<file path="src/hw/rtl/smc_pkg.sv">
`default_nettype none

package smc_pkg;

    localparam int unsigned TIME_W = 32;
    localparam logic [TIME_W-1:0] RUN_TIMEOUT_RST = 32'd30000;
    localparam logic INTERF_EN_RST = 1'b1;

    localparam int unsigned IN_TDATA_W  = 40;
    localparam int unsigned OUT_TDATA_W = 8;

    typedef enum logic [3:0] {
        SH_CLOSED    = 4'd0,
        SH_OPEN      = 4'd1,
        SH_ABORTED   = 4'd2,
        SH_ERROR     = 4'd3,
        SH_OPENING   = 4'd4,
        SH_CLOSING   = 4'd5,
        SH_OPEN_BLK  = 4'd6,
        SH_CLOSE_BLK = 4'd7,
        SH_UNKNOWN   = 4'd8
    } state_t;

    typedef enum logic [1:0] {
        OP_NONE  = 2'd0,
        OP_OPEN  = 2'd1,
        OP_CLOSE = 2'd2,
        OP_ABORT = 2'd3
    } op_t;

    typedef enum logic [1:0] {
        MC_NONE  = 2'd0,
        MC_OPEN  = 2'd1,
        MC_CLOSE = 2'd2,
        MC_STOP  = 2'd3
    } motor_t;

    typedef enum logic {
        REG_RUN_TIMEOUT = 1'b0,
        REG_INTERF_EN   = 1'b1
    } reg_idx_t;

    typedef struct packed {
        logic [TIME_W-1:0] run_timeout_ms;
        logic              interference_enabled;
    } cfg_t;

    typedef struct packed {
        logic [TIME_W-1:0] now_ms;
        logic              interference_switch;
        logic              open_switch;
        logic              closed_switch;
        op_t               op;
    } tick_t;

    typedef struct packed {
        motor_t     motor_cmd;
        logic       blocked_closing;
        logic [2:0] shutter_state;
    } result_t;

endpackage

`default_nettype wire

</file>
<file path="src/hw/rtl/smc_cfg_regs.sv">
`default_nettype none

module smc_cfg_regs
    import smc_pkg::*;
(
    input  wire logic              clk,
    input  wire logic              rst_n,
    input  wire logic              cfg_valid,
    input  wire logic              cfg_index,
    input  wire logic [TIME_W-1:0] cfg_data,
    output cfg_t                   cfg
);

    cfg_t cfg_reg;
    cfg_t cfg_next;

    always_comb
    begin
        cfg_next = cfg_reg;
        if (cfg_valid)
        begin
            unique case (reg_idx_t'(cfg_index))
                REG_RUN_TIMEOUT: cfg_next.run_timeout_ms = cfg_data;
                REG_INTERF_EN:   cfg_next.interference_enabled = cfg_data[0];
                default:         cfg_next = cfg_reg;
            endcase
        end
    end

    always_ff @(posedge clk or negedge rst_n)
    begin
        if (!rst_n)
        begin
            cfg_reg.run_timeout_ms       <= RUN_TIMEOUT_RST;
            cfg_reg.interference_enabled <= INTERF_EN_RST;
        end
        else
        begin
            cfg_reg <= cfg_next;
        end
    end

    assign cfg = cfg_reg;

endmodule

`default_nettype wire

</file>
<file path="src/hw/rtl/smc_step.sv">
`default_nettype none

module smc_step
    import smc_pkg::*;
(
    input  wire logic  clk,
    input  wire logic  rst_n,
    input  wire cfg_t  cfg,
    input  wire logic  advance,
    input  wire tick_t tick,
    output result_t    result
);

    state_t            state_reg;
    state_t            state_next;
    state_t            st_cur;
    logic [TIME_W-1:0] start_reg;
    logic [TIME_W-1:0] elapsed;
    logic              timed_out;
    logic              inter;
    logic              load_start;
    motor_t            motor;

    assign inter     = cfg.interference_enabled & tick.interference_switch;
    assign elapsed   = tick.now_ms - start_reg;
    assign timed_out = elapsed > cfg.run_timeout_ms;

    // first request after reset resolves position from the limit switches
    always_comb
    begin
        if (state_reg == SH_UNKNOWN)
            st_cur = tick.closed_switch ? SH_CLOSED :
                     (tick.open_switch ? SH_OPEN : SH_ABORTED);
        else
            st_cur = state_reg;
    end

    always_comb
    begin
        state_next = st_cur;
        unique case (st_cur) inside
            SH_CLOSED:
                if (tick.op == OP_OPEN)
                    state_next = inter ? SH_OPEN_BLK : SH_OPENING;
            SH_OPEN:
                if (tick.op == OP_CLOSE)
                    state_next = inter ? SH_CLOSE_BLK : SH_CLOSING;
            SH_ABORTED, SH_ERROR:
                if (tick.op == OP_OPEN)
                    state_next = SH_OPENING;
                else if (tick.op == OP_CLOSE)
                    state_next = SH_CLOSING;
            SH_OPEN_BLK:
                if (!inter)
                    state_next = SH_OPENING;
            SH_CLOSE_BLK:
                if (!inter)
                    state_next = SH_CLOSING;
            SH_OPENING:
                if (tick.open_switch)
                    state_next = SH_OPEN;
                else if (inter)
                    state_next = SH_OPEN_BLK;
                else if (tick.op == OP_ABORT || tick.op == OP_OPEN)
                    state_next = SH_ABORTED;
                else if (tick.op == OP_CLOSE)
                    state_next = SH_CLOSING;
                else if (timed_out)
                    state_next = SH_ERROR;
            SH_CLOSING:
                if (tick.closed_switch)
                    state_next = SH_CLOSED;
                else if (inter)
                    state_next = SH_CLOSE_BLK;
                else if (tick.op == OP_ABORT || tick.op == OP_CLOSE)
                    state_next = SH_ABORTED;
                else if (tick.op == OP_OPEN)
                    state_next = SH_OPENING;
                else if (timed_out)
                    state_next = SH_ERROR;
            default:
                state_next = SH_ERROR;
        endcase
    end

    always_comb
    begin
        motor      = MC_NONE;
        load_start = 1'b0;
        unique case (st_cur) inside
            SH_CLOSED:
                if (tick.op == OP_OPEN && !inter)
                begin
                    motor      = MC_OPEN;
                    load_start = 1'b1;
                end
            SH_OPEN:
                if (tick.op == OP_CLOSE && !inter)
                begin
                    motor      = MC_CLOSE;
                    load_start = 1'b1;
                end
            SH_ABORTED, SH_ERROR:
                if (tick.op == OP_OPEN)
                begin
                    motor      = MC_OPEN;
                    load_start = 1'b1;
                end
                else if (tick.op == OP_CLOSE)
                begin
                    motor      = MC_CLOSE;
                    load_start = 1'b1;
                end
            SH_OPEN_BLK:
                if (!inter)
                begin
                    motor      = MC_OPEN;
                    load_start = 1'b1;
                end
            SH_CLOSE_BLK:
                if (!inter)
                begin
                    motor      = MC_CLOSE;
                    load_start = 1'b1;
                end
            SH_OPENING:
                if (tick.open_switch || inter || tick.op == OP_ABORT || tick.op == OP_OPEN)
                    motor = MC_STOP;
                else if (tick.op == OP_CLOSE)
                    motor = MC_CLOSE;
                else if (timed_out)
                    motor = MC_STOP;
            SH_CLOSING:
                if (tick.closed_switch || inter || tick.op == OP_ABORT
                    || tick.op == OP_CLOSE)
                    motor = MC_STOP;
                else if (tick.op == OP_OPEN)
                    motor = MC_OPEN;
                else if (timed_out)
                    motor = MC_STOP;
            default:
                motor = MC_STOP;
        endcase
    end

    always_ff @(posedge clk or negedge rst_n)
    begin
        if (!rst_n)
            state_reg <= SH_UNKNOWN;
        else if (advance)
            state_reg <= state_next;
    end

    always_ff @(posedge clk)
    begin
        if (advance && load_start)
            start_reg <= tick.now_ms;
    end

    always_comb
    begin
        result.motor_cmd = motor;
        if (state_next == SH_CLOSE_BLK)
        begin
            result.blocked_closing = 1'b1;
            result.shutter_state   = 3'd0;
        end
        else
        begin
            result.blocked_closing = 1'b0;
            result.shutter_state   = state_next[2:0];
        end
    end

`ifndef SYNTHESIS
    a_resolved: assert property (@(posedge clk) disable iff (!rst_n)
        advance |=> state_reg != SH_UNKNOWN)
        else $error("state unresolved after a request");

    a_stays_resolved: assert property (@(posedge clk) disable iff (!rst_n)
        state_reg != SH_UNKNOWN |=> state_reg != SH_UNKNOWN)
        else $error("state returned to unresolved");

    a_run_timer: assert property (@(posedge clk) disable iff (!rst_n)
        advance && load_start |=> state_reg == SH_OPENING || state_reg == SH_CLOSING)
        else $error("run timer started without motion");

    a_stop_motor: assert property (@(posedge clk) disable iff (!rst_n)
        advance && motor == MC_STOP |=> state_reg != SH_OPENING && state_reg != SH_CLOSING)
        else $error("motor stopped while still in motion");
`endif

endmodule

`default_nettype wire

</file>
<file path="src/hw/rtl/shutter_motion_controller.sv">
`default_nettype none
// Shutter motion controller.
// A request is held in the input register, and its result in the result register.
// Throughput: one request per cycle while the result side accepts; the state update is one pass between the
// input register and the result register.
// Reset: state unresolved until the first request, run timeout 30000 ms,
// interference enabled, input and result registers empty.

module shutter_motion_controller
    import smc_pkg::*;
(
    input  wire logic                   clk,
    input  wire logic                   rst_n,
    input  wire logic                   s_tvalid,
    output logic                        s_tready,
    // [1:0] op, [2] closed_switch, [3] open_switch, [4] interference_switch,
    // [36:5] now_ms, [39:37] zero
    input  wire logic [IN_TDATA_W-1:0]  s_tdata,
    output logic                        m_tvalid,
    input  wire logic                   m_tready,
    // [2:0] shutter_state, [3] blocked_closing, [5:4] motor_cmd, [7:6] zero
    output logic [OUT_TDATA_W-1:0]      m_tdata,
    input  wire logic                   cfg_valid,
    output logic                        cfg_ready,
    input  wire logic                   cfg_index,
    input  wire logic [TIME_W-1:0]      cfg_data
);

    cfg_t    cfg;
    tick_t   tick_reg;
    logic    in_valid_reg;
    logic    out_valid_reg;
    result_t out_reg;
    result_t result;
    logic    advance;

    assign cfg_ready = 1'b1;
    assign advance   = in_valid_reg & (~out_valid_reg | m_tready);
    assign s_tready  = ~in_valid_reg | advance;

    smc_cfg_regs u_cfg (
        .clk       (clk),
        .rst_n     (rst_n),
        .cfg_valid (cfg_valid),
        .cfg_index (cfg_index),
        .cfg_data  (cfg_data),
        .cfg       (cfg)
    );

    smc_step u_step (
        .clk     (clk),
        .rst_n   (rst_n),
        .cfg     (cfg),
        .advance (advance),
        .tick    (tick_reg),
        .result  (result)
    );

    always_ff @(posedge clk or negedge rst_n)
    begin
        if (!rst_n)
        begin
            in_valid_reg  <= 1'b0;
            out_valid_reg <= 1'b0;
        end
        else
        begin
            if (s_tready)
                in_valid_reg <= s_tvalid;
            if (advance)
                out_valid_reg <= 1'b1;
            else if (m_tready)
                out_valid_reg <= 1'b0;
        end
    end

    always_ff @(posedge clk)
    begin
        if (s_tready && s_tvalid)
            tick_reg <= tick_t'(s_tdata[$bits(tick_t)-1:0]);
        if (advance)
            out_reg <= result;
    end

    assign m_tvalid = out_valid_reg;
    assign m_tdata  = {{(OUT_TDATA_W - $bits(result_t)){1'b0}}, out_reg};

endmodule

`default_nettype wire

</file>
<file path="config.mk">
export PLATFORM = sky130hd
export DESIGN_NAME = shutter_motion_controller
export DESIGN_NICKNAME = d
export VERILOG_FILES = /design/src/hw/rtl/smc_pkg.sv /design/src/hw/rtl/smc_cfg_regs.sv /design/src/hw/rtl/smc_step.sv /design/src/hw/rtl/shutter_motion_controller.sv
export SDC_FILE = /design/constraint.sdc
export NUM_CORES = 1
export LEC_CHECK = 0
export ABC_CLOCK_PERIOD_IN_PS = 8900
export BUFFER_PORTS_ARGS = -buffer_cell sky130_fd_sc_hd__clkbuf_2
export CAP_MARGIN = 20
export CELL_PAD_IN_SITES_DETAIL_PLACEMENT = 0
export CELL_PAD_IN_SITES_GLOBAL_PLACEMENT = 2
export CORE_ASPECT_RATIO = 0.5
export CORE_UTILIZATION = 40
export DETAILED_ROUTE_END_ITERATION = 16
export PLACE_DENSITY = 0.91
export SETUP_SLACK_MARGIN = 0.1
export SYNTH_ARGS = -nofsm -noshare
export SYNTH_HDL_FRONTEND = slang
export SYNTH_SLANG_ARGS = --single-unit
</file>
<file path="constraint.sdc">
create_clock -name clk -period 8.9 [get_ports clk]
set_clock_uncertainty 0.05 [all_clocks]
set_input_delay 0.445 -clock clk [delete_from_list [all_inputs] [get_ports clk]]
set_output_delay 0.445 -clock clk [all_outputs]
set_load 0.05 [all_outputs]
</file>
# ---- Yosys cells after proc, flatten, opt, wreduce, memory -nomap -nowiden
# Index checks and enable logic that the tools add are counted.
dict set report word_totals {
  ff_bits 114
  inputBits 78
  out_inout_bits 11
  wordCells 96
}
dict set report classes {
  add_sub_neg 1
  order_cmp 1
  n_eq_ne 12
  n_mux 42
  bitwise_logic 7
  reduce_logical 19
}
# cell count
set op_table {}
lappend op_table {{4-bit 2-to-1 mux} 18}
lappend op_table {{32-bit > comparator} 1}
lappend op_table {{32-bit subtractor} 1}
lappend op_table {{4-bit one-hot mux with 7 select lines} 1}
lappend op_table {{2-bit 2-to-1 mux} 12}
lappend op_table {{4-bit by 3-bit == test with 1-bit output, second input constant} 5}
lappend op_table {{2-bit one-hot mux with 7 select lines} 1}
lappend op_table {{1-bit 2-to-1 mux} 9}
lappend op_table {{4-bit by 2-bit == test with 1-bit output, second input constant} 2}
lappend op_table {{1-bit logical OR} 8}
lappend op_table {{2-bit == test, second input constant} 2}
lappend op_table {{4-bit by 1-bit == test with 1-bit output, second input constant} 1}
lappend op_table {{4-bit == test, second input constant} 1}
lappend op_table {{1-bit logical AND} 4}
lappend op_table {{4-bit zero test} 1}
lappend op_table {{1-bit one-hot mux with 4 select lines} 1}
lappend op_table {{2-bit AND reduction} 2}
lappend op_table {{2-bit OR reduction} 2}
lappend op_table {{1-bit inverter} 3}
lappend op_table {{1-bit bitwise AND} 2}
lappend op_table {{2-bit by 1-bit == test with 1-bit output, second input constant} 1}
lappend op_table {{1-bit bitwise OR} 2}
lappend op_table {{2-bit nonzero test} 1}
lappend op_table {{1-bit zero test} 1}

# ---- Logic depth before layout (Yosys ltp)
dict set report logic_depth {
  word_depth 11
  depth_mapped 21
}

# ---- Cells and area by module
# A second synthesis with hierarchy kept.
dict set report unflattened {
  cells_unflattened 648
  area_unflattened_um2 7116.8
}
# mod instances cells_each area_each_um2 seq_area_each_um2
set by_module_without_submodules {}
lappend by_module_without_submodules {smc_step 1 520 4282.9 1062.3}
lappend by_module_without_submodules {shutter_motion_controller 1 56 1425.1 1341.3}
lappend by_module_without_submodules {smc_cfg_regs 1 72 1408.9 835.8}

# ---- Worst setup path before layout
# No wires, ideal clock.
dict set report synth_path {
  path_type {reg-to-reg}
  from {register tick_reg[5] (netlist name)}
  to {register out_reg, in the netlist m_tdata[3] (data pin)}
  arrival_ns 4.037
  t_required_ns 8.595
  slack_ns 4.559
  stages_incl_launch_ff 22
  path_buffers 0
  synth_period_minus_slack_ns 4.341
  path_cell_list {edfxtp_1 -> inv_1 -> ha_1 -> inv_1 -> fa_1 -> a211oi_1 -> o31a_1 -> nor4_1 -> o21ai_0 -> a21o_1 -> o21ai_1 -> a2111oi_0 -> nand4b_1 -> ha_1 -> a21o_1 -> a21oi_1 -> o22ai_1 -> or4_1 -> o21ai_4 -> a22oi_2 -> nor2b_1 -> and2_1}
}
# element line
set synth_rtl {}
lappend synth_rtl {{start, declared} shutter_motion_controller.sv:30} ;# tick_t tick_reg;
lappend synth_rtl {{start signal, assigned} shutter_motion_controller.sv:80} ;# tick_reg <= tick_t'(s_tdata[$bits(tick_t)-1:0]);
lappend synth_rtl {{end signal, assigned} shutter_motion_controller.sv:82} ;# out_reg <= result;
lappend synth_rtl {{end, declared} shutter_motion_controller.sv:33} ;# result_t out_reg;

==> metrics.md <==
| Metric | Value |
|---|---|
| Routability Congestion | `0.868` |
| Synth Instances | `690` |
| Post-route ant nets | `0` |
| Final hold vios | `0` |
| Largest fanout on the critical path | `6` |
| Longest Clk Path Bufs | `2` |
| Total Nets Final | `916` |
| Post-synth EDFFs | `75` |
| Most common cell after layout, fill and taps aside | `clkbuf_2` |
| Grt total ovfl | `0` |
| Worst stage delay on the critical path | `0.58 ns` |
| Cell accounting for the most synthesized area | `edfxtp_1` |
| Total power | `roughly 2.1 mW` |
| WP data required | `9.02 ns` |
| Worst setup SP type | `flop` |
| WL met3 | `527 µm` |
| Largest net degree at the start of global routing | `64` |
| Worst Tran Pin Value | `1.03 ns` |
| Skew-Pair Late Insertion Delay | `0.42 ns` |
| Final setup vio count | `0` |
| Post-synthesis cell area | `6920 µm²` |
| Post-route DRC | `0` |
| Hold crit path type | `in2reg` |
| Post-Route Setup TNS | `0 ns` |
| Final WS setup | `3.59 ns` |
| RSZ-0062 raised after global routing | `false` |
| Area contributors post-synth | `edfxtp_1 33%, ha_1 12%, dfrtp_1 11%, inv_1 4.3%, o21ai_0 4.2%` |
| PwrDens | `257 nW/µm²` |
| Final core utilization | `48.8%` |
| Post-layout min period | `5.31 ns` |
| Worst slack, placed | `3.56 ns` |
| DR pass1 iterations | `4` |
| Clock root buffer | `clkbuf_16` |
| Antenna diode count | `0` |
| DR WL met2 | `6.55 mm` |
| Clock Pin Slew Worst Setup and Hold Paths | `~0.06 ns` |
| Fmax achieved | `188 MHz` |
| HPWL Detailed | `approximately 11 mm` |
| First-pass GRT wire length | `25.1 mm` |
| Vias in the first global route | `5,041` |
| Layout cells sized above 1 | `19.3%` |
| CTS resizes | `0` |
| Layout area overhead | `17.4%` |
| WS Path Type | `reg2reg` |
| Vias/cell | `5.17` |
| Slowest cell on the critical path | `or4_1` |
| Clock sink count | `approximately 110` |
| Overall die height | `95.0 µm` |
| Max reg flops | `37` |
| Post-Route WL | `15.1 mm` |
| Full die area | `between 15,000 and 20,000 µm²` |
| Most frequent cells in the layout | `82 x clkbuf_2, 80 x inv_1, 75 x edfxtp_1, 66 x ha_1` |
| Peak supply drop | `149 µV` |
| Primary FF master, synth | `edfxtp_1` |
| Initial antenna violation count | `0` |
| Mapped Avg Cell Area | `10.0 µm²` |
| Post-synth ARST share | `34.2%` |
| Fin crit share | `59.7%` |
| Core ar. | `16,600 µm²` |
| Worst Path Arrival | `5.44 ns` |
| Rows | `33` |
| Seq cells post-synth | `114` |
| Seq/Total Area, Yosys | `46.8%` |
| Post-synth cell types | `71` |
| Width of the die | `between 150 and 200 µm` |
| Synth Warn # | `0` |
| Met1 WL | `roughly 8 mm` |
| Fillers | `1,576` |
| Crit-path cells | `ha_1 > o21a_1 > o31a_2 > o211ai_1 > o31ai_1 > a21oi_2 > nor4b_2 > o21a_1 > o211ai_1 > ha_1 > nand4_1 > or4_1 > nor2_1 > o31a_1 > o21ai_4 > a211oi_2 > nor2b_1 > and2_1` |
| Top Metal Used | `met4` |
| Num CTS Buffers | `17` |
| CTS tree | `done` |
| Number of max-cap violations | `0` |
| Leakage | `3.54 nW` |
| Total track usage | `~18%` |
| Worst Setup End Kind | `flop` |
| Top Ports | `89` |
| Initial drt markers | `358` |
| Post-synth top area share | `about a third` |
| Final Max Tran Viols | `0` |
| Initial Util | `between 40 and 50%` |
| DR vias | `5,225` |
| DP Cell Count | `977` |
| Slew Limit Headroom | `31.2%` |
| Outcome | `finished clean` |
| Non-filler cells, final | `1,011` |
| Wirelength per Cell | `14.9 µm` |
| H-tree depth | `4` |
| Number of port buffers | `82` |
## what timing repair did
action,CTS,global route
hold buffers,0,1
hold endpoints to repair,0,4
buffers inserted,0,0
## stage by stage
stage / hold WS (ns) / area [µm²]
floorplan: 0.0994 / 6920
global placement: 0.387 / 7510
detailed placement: 0.392 / 7510
CTS: 0.131 / 8090
global route: 0.123 / 8120
finish: 0.143 / 8120
## Yosys cell counts (3+ instances only)
cell type / count
o21ai_1: 3
nor2b_1: 11
nor2_1: 39
o22ai_1: 5
a211oi_1: 6
a21o_1: 14
buf_2: 3
xor2_1: 9
xnor2_1: 14
edfxtp_1: 75
a2111oi_0: 3
o31a_1: 3
o21bai_1: 3
buf_4: 3
dfrtp_1: 30
a21oi_1: 44
nand3_1: 11
nand2b_1: 4
or2_2: 3
o31ai_1: 4
o21a_1: 8
o211ai_1: 7
o21ai_0: 58
nand4_1: 9
a31oi_1: 7
and3_1: 5
nor4_1: 5
and2_1: 6
o2111ai_1: 3
dfstp_2: 9
nand2_1: 58
a211o_1: 3
or3_1: 3
a21boi_0: 3
ha_1: 66
nor3_1: 14
and4_1: 3
clkbuf_1: 14
inv_1: 80
## power by group
part	switching, mW	internal, mW
Clock	0.260	0.403
Sequential	0.0402	0.659
Combinational	0.433	0.290
## layer usage
layer / GRT usage (%) / vias to the layer above
met5: 0 / -
met4: 5.69 / 0
met3: 4.27 / 14
met2: 27.7 / 100
met1: 25.7 / 2456
li1: - / 2655
## final timing paths
path,from,to,slack [ns],depth (start not counted)
max in group asynchronous,rst_n,u_step.state_reg[3],7.85,3
min reg2reg,tick_reg[5],u_step.start_reg[0],0.41,0
min in group asynchronous,rst_n,u_cfg.cfg[10],0.39,2
max,tick_reg[8],m_tdata[3],3.59,18
min,s_tdata[8],tick_reg[8],0.14,1
max reg2reg,tick_reg[8],m_tdata[3],3.59,18
## layout make-up
class	count	area, µm²	share of cell area (%)
well taps	227	284	3.50
clock buffers	21	503	6.20
clock inverters	11	75.1	0.925
multi-input cells	472	3260	40.2
repair buffers	86	455	5.61
inverters	80	300	3.70
flip-flops and latches	114	3240	39.9
## cell families (layout without fill, tap and decap cells)
kind of cell	Yosys count	in the layout	share of synthesized area, %
compound gates	195	195	18.1
simple gates	182	182	13.2
flops	114	114	46.8
buf+inv	105	198	6.21
fa+ha+maj	67	67	12.2
xor+xnor	23	23	2.91
other cells	2	3	0.109
mux	2	2	0.326
## critical path: cells and delay by family (launching register included)
family | cells | cell delay (ns)
AO/OA/AOI/OAI | 10 | 2.18
adder cells (fa/ha/maj) | 2 | 0.70
flip-flops | 1 | 0.41
AND/OR/NAND/NOR | 6 | 1.70
Power figures use the tool's default switching activity.
